===== config.mk =====
export PLATFORM = sky130hd
export DESIGN_NAME = riscv_control_decoder_unit
export DESIGN_NICKNAME = d
export VERILOG_FILES = /design/src/rtl/rcd_pkg.sv /design/src/rtl/rcd_decode.sv /design/src/rtl/riscv_control_decoder_unit.sv
export SDC_FILE = /design/constraint.sdc
export NUM_CORES = 1
export LEC_CHECK = 0
export BUFFER_PORTS_ARGS = -buffer_cell sky130_fd_sc_hd__clkbuf_2
export CELL_PAD_IN_SITES_DETAIL_PLACEMENT = 0
export CELL_PAD_IN_SITES_GLOBAL_PLACEMENT = 1
export CORE_UTILIZATION = 42
export CTS_CLUSTER_DIAMETER = 80
export DETAILED_ROUTE_END_ITERATION = 12
export PLACE_DENSITY = 0.76
export SYNTH_ARGS = -nofsm -noshare
export SYNTH_HDL_FRONTEND = slang
export SYNTH_SLANG_ARGS = --single-unit

===== constraint.sdc =====
create_clock -name clk -period 4.4 [get_ports clk]
set_clock_uncertainty 0.2 [all_clocks]
set_input_delay 0.66 -clock clk [delete_from_list [all_inputs] [get_ports clk]]
set_output_delay 0.66 -clock clk [all_outputs]
set_load 0.03 [all_outputs]

===== src/rtl/rcd_pkg.sv =====
// Shared types and encodings for the RISC-V control decoder.
package rcd_pkg;

  // Major opcodes (instruction bits 6:0)
  localparam logic [6:0] OP_LOAD     = 7'h03;
  localparam logic [6:0] OP_LOAD_FP  = 7'h07;
  localparam logic [6:0] OP_MISC_MEM = 7'h0f;
  localparam logic [6:0] OP_IMM      = 7'h13;
  localparam logic [6:0] OP_AUIPC    = 7'h17;
  localparam logic [6:0] OP_IMM_32   = 7'h1b;
  localparam logic [6:0] OP_STORE    = 7'h23;
  localparam logic [6:0] OP_STORE_FP = 7'h27;
  localparam logic [6:0] OP_AMO      = 7'h2f;
  localparam logic [6:0] OP_OP       = 7'h33;
  localparam logic [6:0] OP_LUI      = 7'h37;
  localparam logic [6:0] OP_OP_32    = 7'h3b;
  localparam logic [6:0] OP_MADD     = 7'h43;
  localparam logic [6:0] OP_MSUB     = 7'h47;
  localparam logic [6:0] OP_NMSUB    = 7'h4b;
  localparam logic [6:0] OP_NMADD    = 7'h4f;
  localparam logic [6:0] OP_OP_FP    = 7'h53;
  localparam logic [6:0] OP_BRANCH   = 7'h63;
  localparam logic [6:0] OP_JALR     = 7'h67;
  localparam logic [6:0] OP_JAL      = 7'h6f;
  localparam logic [6:0] OP_SYSTEM   = 7'h73;

  // FP-op groups: funct7 with bit 0 cleared
  localparam logic [6:0] GRP_ARITH_MAX = 7'h14;
  localparam logic [6:0] GRP_FCMP      = 7'h50;
  localparam logic [6:0] GRP_FCVT_TO_X = 7'h60;
  localparam logic [6:0] GRP_FCVT_FR_X = 7'h68;
  localparam logic [6:0] GRP_FMV_TO_X  = 7'h70;
  localparam logic [6:0] GRP_FMV_FR_X  = 7'h78;

  // AMO funct5 for load-reserved
  localparam logic [4:0] FUNCT5_LR = 5'h02;

  // Register class codes
  localparam logic [1:0] CLS_NONE = 2'd0;
  localparam logic [1:0] CLS_INT  = 2'd1;
  localparam logic [1:0] CLS_FP   = 2'd2;

  // Memory kind codes
  localparam logic [1:0] MEM_NONE  = 2'd0;
  localparam logic [1:0] MEM_LOAD  = 2'd1;
  localparam logic [1:0] MEM_STORE = 2'd2;
  localparam logic [1:0] MEM_AMO   = 2'd3;

  // Request: one instruction to decode
  typedef struct packed {
    logic [31:0] instruction_word;
    logic        trap_pending;
  } req_t;

  // Decoded control word
  typedef struct packed {
    logic [4:0] dest_reg;
    logic [4:0] src1_reg;
    logic [4:0] src2_reg;
    logic [4:0] src3_reg;
    logic [1:0] write_class;
    logic [1:0] src1_class;
    logic [1:0] src2_class;
    logic       src3_fp_used;
    logic [1:0] mem_kind;
    logic [3:0] access_bytes;
    logic       serializing;
    logic       illegal;
  } rsp_t;

endpackage


===== src/rtl/rcd_decode.sv =====
// Combinational decode of one instruction into its control word.
module rcd_decode (
  input  rcd_pkg::req_t req,
  output rcd_pkg::rsp_t rsp
);
  import rcd_pkg::*;

  logic [31:0] w;
  logic [6:0]  op;
  logic [2:0]  f3;
  logic [6:0]  grp;
  logic [3:0]  msize;
  rsp_t        dec;

  assign w     = req.instruction_word;
  assign op    = w[6:0];
  assign f3    = w[14:12];
  assign grp   = {w[31:26], 1'b0};
  assign msize = 4'b0001 << f3[1:0];

  // Opcode decode; all flags default to zero
  always_comb begin
    dec              = '0;
    dec.dest_reg     = w[11:7];
    dec.src1_reg     = w[19:15];
    dec.src2_reg     = w[24:20];
    dec.src3_reg     = w[31:27];
    unique case (op) inside
      OP_LUI, OP_AUIPC, OP_JAL: begin
        dec.write_class = CLS_INT;
      end
      OP_JALR, OP_IMM, OP_IMM_32: begin
        dec.write_class = CLS_INT;
        dec.src1_class  = CLS_INT;
      end
      OP_OP, OP_OP_32: begin
        dec.write_class = CLS_INT;
        dec.src1_class  = CLS_INT;
        dec.src2_class  = CLS_INT;
      end
      OP_BRANCH: begin
        dec.src1_class = CLS_INT;
        dec.src2_class = CLS_INT;
      end
      OP_LOAD: begin
        dec.write_class  = CLS_INT;
        dec.src1_class   = CLS_INT;
        dec.mem_kind     = MEM_LOAD;
        dec.access_bytes = msize;
      end
      OP_STORE: begin
        dec.src1_class   = CLS_INT;
        dec.src2_class   = CLS_INT;
        dec.mem_kind     = MEM_STORE;
        dec.access_bytes = msize;
      end
      OP_LOAD_FP: begin
        dec.write_class  = CLS_FP;
        dec.src1_class   = CLS_INT;
        dec.mem_kind     = MEM_LOAD;
        dec.access_bytes = msize;
      end
      OP_STORE_FP: begin
        dec.src1_class   = CLS_INT;
        dec.src2_class   = CLS_FP;
        dec.mem_kind     = MEM_STORE;
        dec.access_bytes = msize;
      end
      OP_AMO: begin
        dec.write_class  = CLS_INT;
        dec.src1_class   = CLS_INT;
        dec.serializing  = 1'b1;
        dec.access_bytes = msize;
        // load-reserved reads memory only and has no rs2
        if (w[31:27] != FUNCT5_LR) begin
          dec.mem_kind   = MEM_AMO;
          dec.src2_class = CLS_INT;
        end else begin
          dec.mem_kind   = MEM_LOAD;
        end
      end
      OP_MISC_MEM: begin
        dec.serializing = 1'b1;
      end
      OP_SYSTEM: begin
        dec.serializing = 1'b1;
        if (f3 != 3'd0) dec.write_class = CLS_INT;
        // CSR ops with register source
        if (f3 != 3'd0 && !f3[2]) dec.src1_class = CLS_INT;
      end
      OP_MADD, OP_MSUB, OP_NMSUB, OP_NMADD: begin
        dec.write_class  = CLS_FP;
        dec.src1_class   = CLS_FP;
        dec.src2_class   = CLS_FP;
        dec.src3_fp_used = 1'b1;
      end
      OP_OP_FP: begin
        dec.write_class = CLS_FP;
        dec.src1_class  = CLS_FP;
        if (grp <= GRP_ARITH_MAX || grp == GRP_FCMP) dec.src2_class = CLS_FP;
        if (grp == GRP_FCVT_TO_X || grp == GRP_FMV_TO_X || grp == GRP_FCMP)
          dec.write_class = CLS_INT;
        if (grp == GRP_FCVT_FR_X || grp == GRP_FMV_FR_X) dec.src1_class = CLS_INT;
      end
      default: begin
        dec.illegal = 1'b1;
      end
    endcase
  end

  // Pending trap squashes the whole word
  assign rsp = req.trap_pending ? '0 : dec;

endmodule


===== src/rtl/riscv_control_decoder_unit.sv =====
// Top level: request register, decode, and result register of the control decoder.
//
//   channel | signals                  | direction | payload
//   --------+--------------------------+-----------+----------------
//   request | req_valid, req_stall     | in        | req (req_t)
//   result  | rsp_valid, rsp_stall     | out       | rsp (rsp_t)
//
// One request per cycle unless the result stalls; rsp_valid rises once a request
// has passed the request register, then the result register behind the decode logic.
// rst is synchronous and clears both stage valids; payload registers are not reset.
// A stalled result holds; the request register keeps accepting while it can drain,
// so req_stall rises only when both stages are full and rsp_stall is high.
module riscv_control_decoder_unit (
  input  logic          clk,
  input  logic          rst,
  input  logic          req_valid,
  output logic          req_stall,
  input  rcd_pkg::req_t req,
  output logic          rsp_valid,
  input  logic          rsp_stall,
  output rcd_pkg::rsp_t rsp
);
  import rcd_pkg::*;

  logic s1_valid;
  req_t s1_req;
  rsp_t dec_rsp;
  logic s1_ready;
  logic s2_ready;

  // Stage readiness
  assign s2_ready  = !rsp_valid || !rsp_stall;
  assign s1_ready  = !s1_valid || s2_ready;
  assign req_stall = !s1_ready;

  // Request register
  always_ff @(posedge clk) begin
    if (rst) begin
      s1_valid <= 1'b0;
    end else if (s1_ready) begin
      s1_valid <= req_valid;
    end
  end

  always_ff @(posedge clk) begin
    if (req_valid && s1_ready) s1_req <= req;
  end

  rcd_decode u_decode (
    .req (s1_req),
    .rsp (dec_rsp)
  );

  // Result register
  always_ff @(posedge clk) begin
    if (rst) begin
      rsp_valid <= 1'b0;
    end else if (s2_ready) begin
      rsp_valid <= s1_valid;
    end
  end

  always_ff @(posedge clk) begin
    if (s2_ready && s1_valid) rsp <= dec_rsp;
  end

  // An accepted request lands in the request register
  a_accept_lands: assert property (@(posedge clk) disable iff (rst)
    req_valid && !req_stall |=> s1_valid)
    else $error("accepted request lost");

  // A blocked request register holds its request
  a_s1_hold: assert property (@(posedge clk) disable iff (rst)
    s1_valid && !s2_ready |=> s1_valid && $stable(s1_req))
    else $error("request register changed while blocked");

  // Trap-pending request yields an all-zero result
  a_trap_zero: assert property (@(posedge clk) disable iff (rst)
    s1_valid && s2_ready && s1_req.trap_pending |=> rsp_valid && rsp == '0)
    else $error("trap-pending result not zero");

  // Illegal opcode carries no other control
  a_illegal_clean: assert property (@(posedge clk) disable iff (rst)
    rsp_valid && rsp.illegal |-> rsp.mem_kind == MEM_NONE &&
      rsp.write_class == CLS_NONE && !rsp.serializing && rsp.access_bytes == 4'd0)
    else $error("illegal result carries control bits");

endmodule


## Word level (Yosys, flattened, before mapping)

Index checks and enable logic that the tools add are counted.
W data, S select, Z words.

| storage, ports and cells | value |
|---|---|
| output and inout port bits | 37 |
| input port bits | 37 |
| register bits | 70 |

| operators by class | value |
|---|---|
| eq/ne operators | 27 |
| shifts and indexed selects | 1 |
| mux-type cells | 14 |
| $lt $le $gt $ge | 1 |
| reduce and logical (&&, ||, !) cells | 25 |

Operator list:

| kind | count |
|---|---|
| $eq A7 B7 Y1 const B | 9 |
| $eq A7 B6 Y1 const B | 6 |
| $eq A6 B6 Y1 const B | 5 |
| $pmux W2 S4 | 3 |
| $eq A7 B5 Y1 const B | 3 |
| $reduce_or A21 Y1 | 1 |
| $pmux W6 S3 | 1 |
| $reduce_or A11 Y1 | 1 |
| $reduce_or A10 Y1 | 1 |
| $reduce_or A5 Y1 | 2 |
| $mux W2 | 4 |
| $reduce_or A4 Y1 | 2 |
| $eq A7 B2 Y1 const B | 1 |
| $eq A7 B3 Y1 const B | 1 |
| $eq A7 B4 Y1 const B | 1 |
| $le A7 B5 Y1 const B | 1 |
| $logic_or A1 B1 Y1 | 6 |
| $mux W1 | 6 |
| $logic_not A1 Y1 | 5 |
| $ne A5 B2 Y1 const B | 1 |
| $reduce_or A2 Y1 | 2 |
| $shl A1 B2 Y4 const A | 1 |
| $logic_and A1 B1 Y1 | 3 |
| $reduce_bool A3 Y1 | 1 |
| $reduce_or A3 Y1 | 1 |

## Depth between registers and ports, before layout

| logic depth | value |
|---|---|
| word-level depth | 5 |
| depth in mapped cells | 5 |
| gate-level depth less buffers | 4 |

## Modules after synthesis

Synthesis repeated with hierarchy kept, for this count alone.

| unflattened totals | value |
|---|---|
| cell total of the unflattened synthesis | 183 |
| area, all modules | 2798.9 um^2 |

Modules (own cells, without submodules):

| module | cells an instance | sequential area each (um^2) | area each (um^2) | instances |
|---|---|---|---|---|
| riscv_control_decoder_unit | 78 | 2082.0 | 2128.3 | 1 |
| rcd_decode | 105 | 0.0 | 670.6 | 1 |

## Worst setup path before layout

No wires, ideal clock.

| timing path | value |
|---|---|
| path type | input -> register |
| start | input rsp_stall |
| end | register rsp[0] (netlist name), enable pin |
| data required time | 3.719 ns |
| data arrival time | 3.252 ns |
| cell stages on the path | 1 |
| setup slack | 0.468 ns |
| setup time | 0.481 ns |
| buffers on the path | 0 |
| cells stage by stage | a21boi_0 |

| between the ends | value |
|---|---|
| longest elaborated chain between the ends | 3 |

RTL lines:

| what | line | RTL |
|---|---|---|
| start, declared | riscv_control_decoder_unit.sv:20 | `input logic rsp_stall,` |
| $logic_not A1 Y1 | riscv_control_decoder_unit.sv:32 | `assign s2_ready = !rsp_valid \|\| !rsp_stall;` |
| $logic_or A1 B1 Y1 | riscv_control_decoder_unit.sv:32 |  |
| $logic_and A1 B1 Y1 | riscv_control_decoder_unit.sv:64 | `if (s2_ready && s1_valid) rsp <= dec_rsp;` |
| end signal, assigned | riscv_control_decoder_unit.sv:64 |  |
| end, declared | riscv_control_decoder_unit.sv:21 | `output rcd_pkg::rsp_t rsp` |

Every way passes these cells.
A chain may end at the register's enable or synchronous reset.

## Worst setup path after layout

| timing path | value |
|---|---|
| start | input rsp_stall |
| end | output req_stall |

| between the ends | value |
|---|---|
| longest elaborated chain between the ends | 4 |

RTL lines:

| what | line | RTL |
|---|---|---|
| $logic_not A1 Y1 | riscv_control_decoder_unit.sv:32 |  |
| $logic_or A1 B1 Y1 | riscv_control_decoder_unit.sv:32 |  |
| $logic_or A1 B1 Y1 | riscv_control_decoder_unit.sv:33 | `assign s1_ready = !s1_valid \|\| s2_ready;` |
| $logic_not A1 Y1 | riscv_control_decoder_unit.sv:34 | `assign req_stall = !s1_ready;` |
| end, declared | riscv_control_decoder_unit.sv:17 | `output logic req_stall,` |

Every way passes these cells.

==> run summary <==
The total number of nets in the final design was 289. Measured along the y axis, the die boundary spans 82.7 µm. The tools report the total placed cells including tap cells as 318. In the routed layout, each cell is associated on average with a via count of 4.94. The number of gates resized after CTS was 0.

The number of flops mapped to enable cells by yosys was 67. Post-synthesis async set-or-reset flop share: 0. The logs give 212 for the post-synth net total and 2.31 ns for the setup slack after layout.

The number of global-route vias before repair is 1506, and the total non-filler cell area in the finished layout is 0.00336 mm². Once detailed placement completed, the half-perimeter wirelength came to 3.08 mm. The tools report the clock sink total as 69. The tools report the total global-route track usage as 0.144. Post-CTS timing repair inserted 0 buffers for setup. After synthesis the netlist holds a flip-flop and latch count of 69.

Minimum period implied by the final worst setup slack: 2.09 ns. Class of the tightest hold or removal check: in2reg. The die covers 0.00684 mm².

The total of hold buffers inserted after clock tree synthesis is 0. Number of nets with antenna violations after routing: 0. The post-layout total power came out at 1.38 mW.

The maximum fanout count along the critical path was 3. The flow ran to the end, and the final reports show no timing, DRC or antenna violations. The sequential share of the synthesized area was 0.750.

The dominant synthesized flop cell is sky130_fd_sc_hd__edfxtp_1. The leakage power figure is 1.29 nW, and the die width is 82.7 µm. Summing over every cut layer, the via total after detailed routing is 1646. For the initial core utilization, the log shows 0.433. The mapped netlist covers 0.00274 mm².

In this run the core area contains 29 standard-cell rows. Pin placement for this block handled 74 I/O pins. After detailed routing, the number of remaining DRC violations is 0. For the max-cap check violation count, the log shows 0.

Derived from the worst setup path, the maximum achievable clock frequency is 0.478 GHz. The placeable core region came out at 0.00631 mm². The worst setup path is captured at an output pin. For the worst setup slack before clock tree synthesis, the log shows 2.13 ns. By startpoint and endpoint, the worst setup path is classified as in2out.

Dividing the detail-routed wire length by the instance count gives 13.6 µm. The wire length of the first global-routing pass came out at 6.89 mm. Yosys mapped the design onto 46 distinct sky130hd cell types.

Count of inserted antenna diode cells: 0. Clock tree synthesis inserted a total of 9 buffers. The run gives 0.00317 mm² as the total cell area at the placement stage. The worst setup path is launched from an input pin. Share of the core filled with cells: 0.532. The layout overhead on the synthesized area was 22.7%; the number of antenna violations at the first check in global routing was 0. TritonCTS built the clock tree. The initial DRC count is 102, and the worst slew margin relative to its limit is 0.265.

For the number of H-tree branching levels, the log shows 3. Setup repair after global routing left no endpoint under its margin. The tools report the summed negative setup slack over all endpoints as 0 ns. The count of buffers inserted at the top-level ports was 72; the highest ir drop seen on vdd was 218 µV.

For the worst-skew pair, the clock arrives at the later sink with an insertion delay of 0.33 ns. The top cell types in the final layout, fill and taps aside, are sky130_fd_sc_hd__clkbuf_2, sky130_fd_sc_hd__edfxtp_1, sky130_fd_sc_hd__nor2b_1. The signal arrival time at the worst endpoint was 1.23 ns.

Final wirelength: 4.54 mm. The post-synthesis area per instance was 15.6 µm²; the maximum buffer depth of the clock tree was 2. Entering global routing, the biggest net connects 36 pins. The cell count after synthesis came out at 175. Setup violation total in the final timing report: 0. The clock-pin slew of the registers on the worst-case setup and hold paths was 0.07 ns; the worst endpoint required time was 3.54 ns. The final hold violation count is 0, and the number of warning messages in the yosys log is 0.

The cell sitting at the root of the clock tree is a sky130_fd_sc_hd__clkbuf_8. The final hold slack was 0.298 ns; the post-route clock period utilization was 0.475. Routability-driven placement finished with a final weighted congestion of 0.816. At the pin with the least slew margin, the transition time is 1.10 ns. The number of pins with negative max-slew slack in the final report was 0. Number of standard cells in the final layout excluding fillers: 333. Total power density per cell area: 411 mW/mm². After global routing the overflow that remains totals 0.

The first-pass detailed-route iteration total was 4. The commonest non-fill, non-tap cell in the layout is sky130_fd_sc_hd__clkbuf_2. The share of final-layout standard cells stronger than drive strength 1 came out at 0.383.

The setup check on the worst reg-to-reg path leaves a slack of 2.38 ns.
-- worst max-delay path, cell delays in order --
cell	delay (ns)
sky130_fd_sc_hd__clkbuf_2	0.12
sky130_fd_sc_hd__and3_1	0.22
sky130_fd_sc_hd__clkbuf_2	0.22
-- worst paths after layout --
| check | cells after the start | startpoint | to |
|---|---|---|---|
| hold reg to reg | 2 | s1_valid | rsp_valid |
| setup reg to reg | 3 | s1_req[0] | rsp[3] |
| hold / removal | 2 | rst | s1_valid |
| setup / recovery | 3 | rsp_stall | req_stall |
-- state kept, by name (all words and copies together), names as in the netlist --
| register | cells |
|---|---|
| rsp_valid | 1 |
| s1_req | 32 |
| rsp | 35 |
| s1_valid | 1 |
-- area by class of cell --
class,count,area (µm²)
Fill cell,566,2960
Sequential cell,69,2050
Multi-Input combinational cell,95,637
Timing Repair Buffer,73,368
Clock buffer,9,124
Tap cell,77,96.3
Clock inverter,6,65.1
Inverter,4,15.0
-- where the power goes --
group | switching, mW | internal, mW | leakage, nW
Clock | 0.224 | 0.258 | 0.0950
Combinational | 0.0718 | 0.0414 | 0.542
Sequential | 0.0250 | 0.761 | 0.653
-- cells by family after synthesis --
| family | after synthesis | share of synthesized area |
|---|---|---|
| AOI/OAI and AO/OA | 29 | 0.0787 |
| buffers and inverters | 11 | 0.0224 |
| DFF | 69 | 0.750 |
| muxes | 1 | 0.00366 |
| and+or+nand+nor | 65 | 0.145 |
-- synthesized netlist by cell type, types with 2 or more instances --
library cell	instances	area (µm²)
sky130_fd_sc_hd__inv_1	3	11.3
sky130_fd_sc_hd__dfxtp_1	2	40.0
sky130_fd_sc_hd__buf_4	3	22.5
sky130_fd_sc_hd__nor2b_1	22	138
sky130_fd_sc_hd__nand2b_1	4	25.0
sky130_fd_sc_hd__nand2_1	3	11.3
sky130_fd_sc_hd__edfxtp_1	67	2010
sky130_fd_sc_hd__o21ai_1	3	15.0
sky130_fd_sc_hd__o22ai_1	3	18.8
sky130_fd_sc_hd__clkbuf_1	2	7.51
sky130_fd_sc_hd__and3_1	3	18.8
sky130_fd_sc_hd__nor2_1	14	52.6
sky130_fd_sc_hd__a21oi_1	8	40.0
sky130_fd_sc_hd__nor3_1	5	25.0
sky130_fd_sc_hd__o22a_1	2	17.5
-- per-layer routing --
metal	global-route usage	vias to the layer above	part of all wire
met5	0	-	0
met4	0.0966	0	0.027
met3	0.0484	14	0.068
met2	0.216	54	0.49
met1	0.176	762	0.42
li1	-	816	-
(Power assumes the default switching activity.)
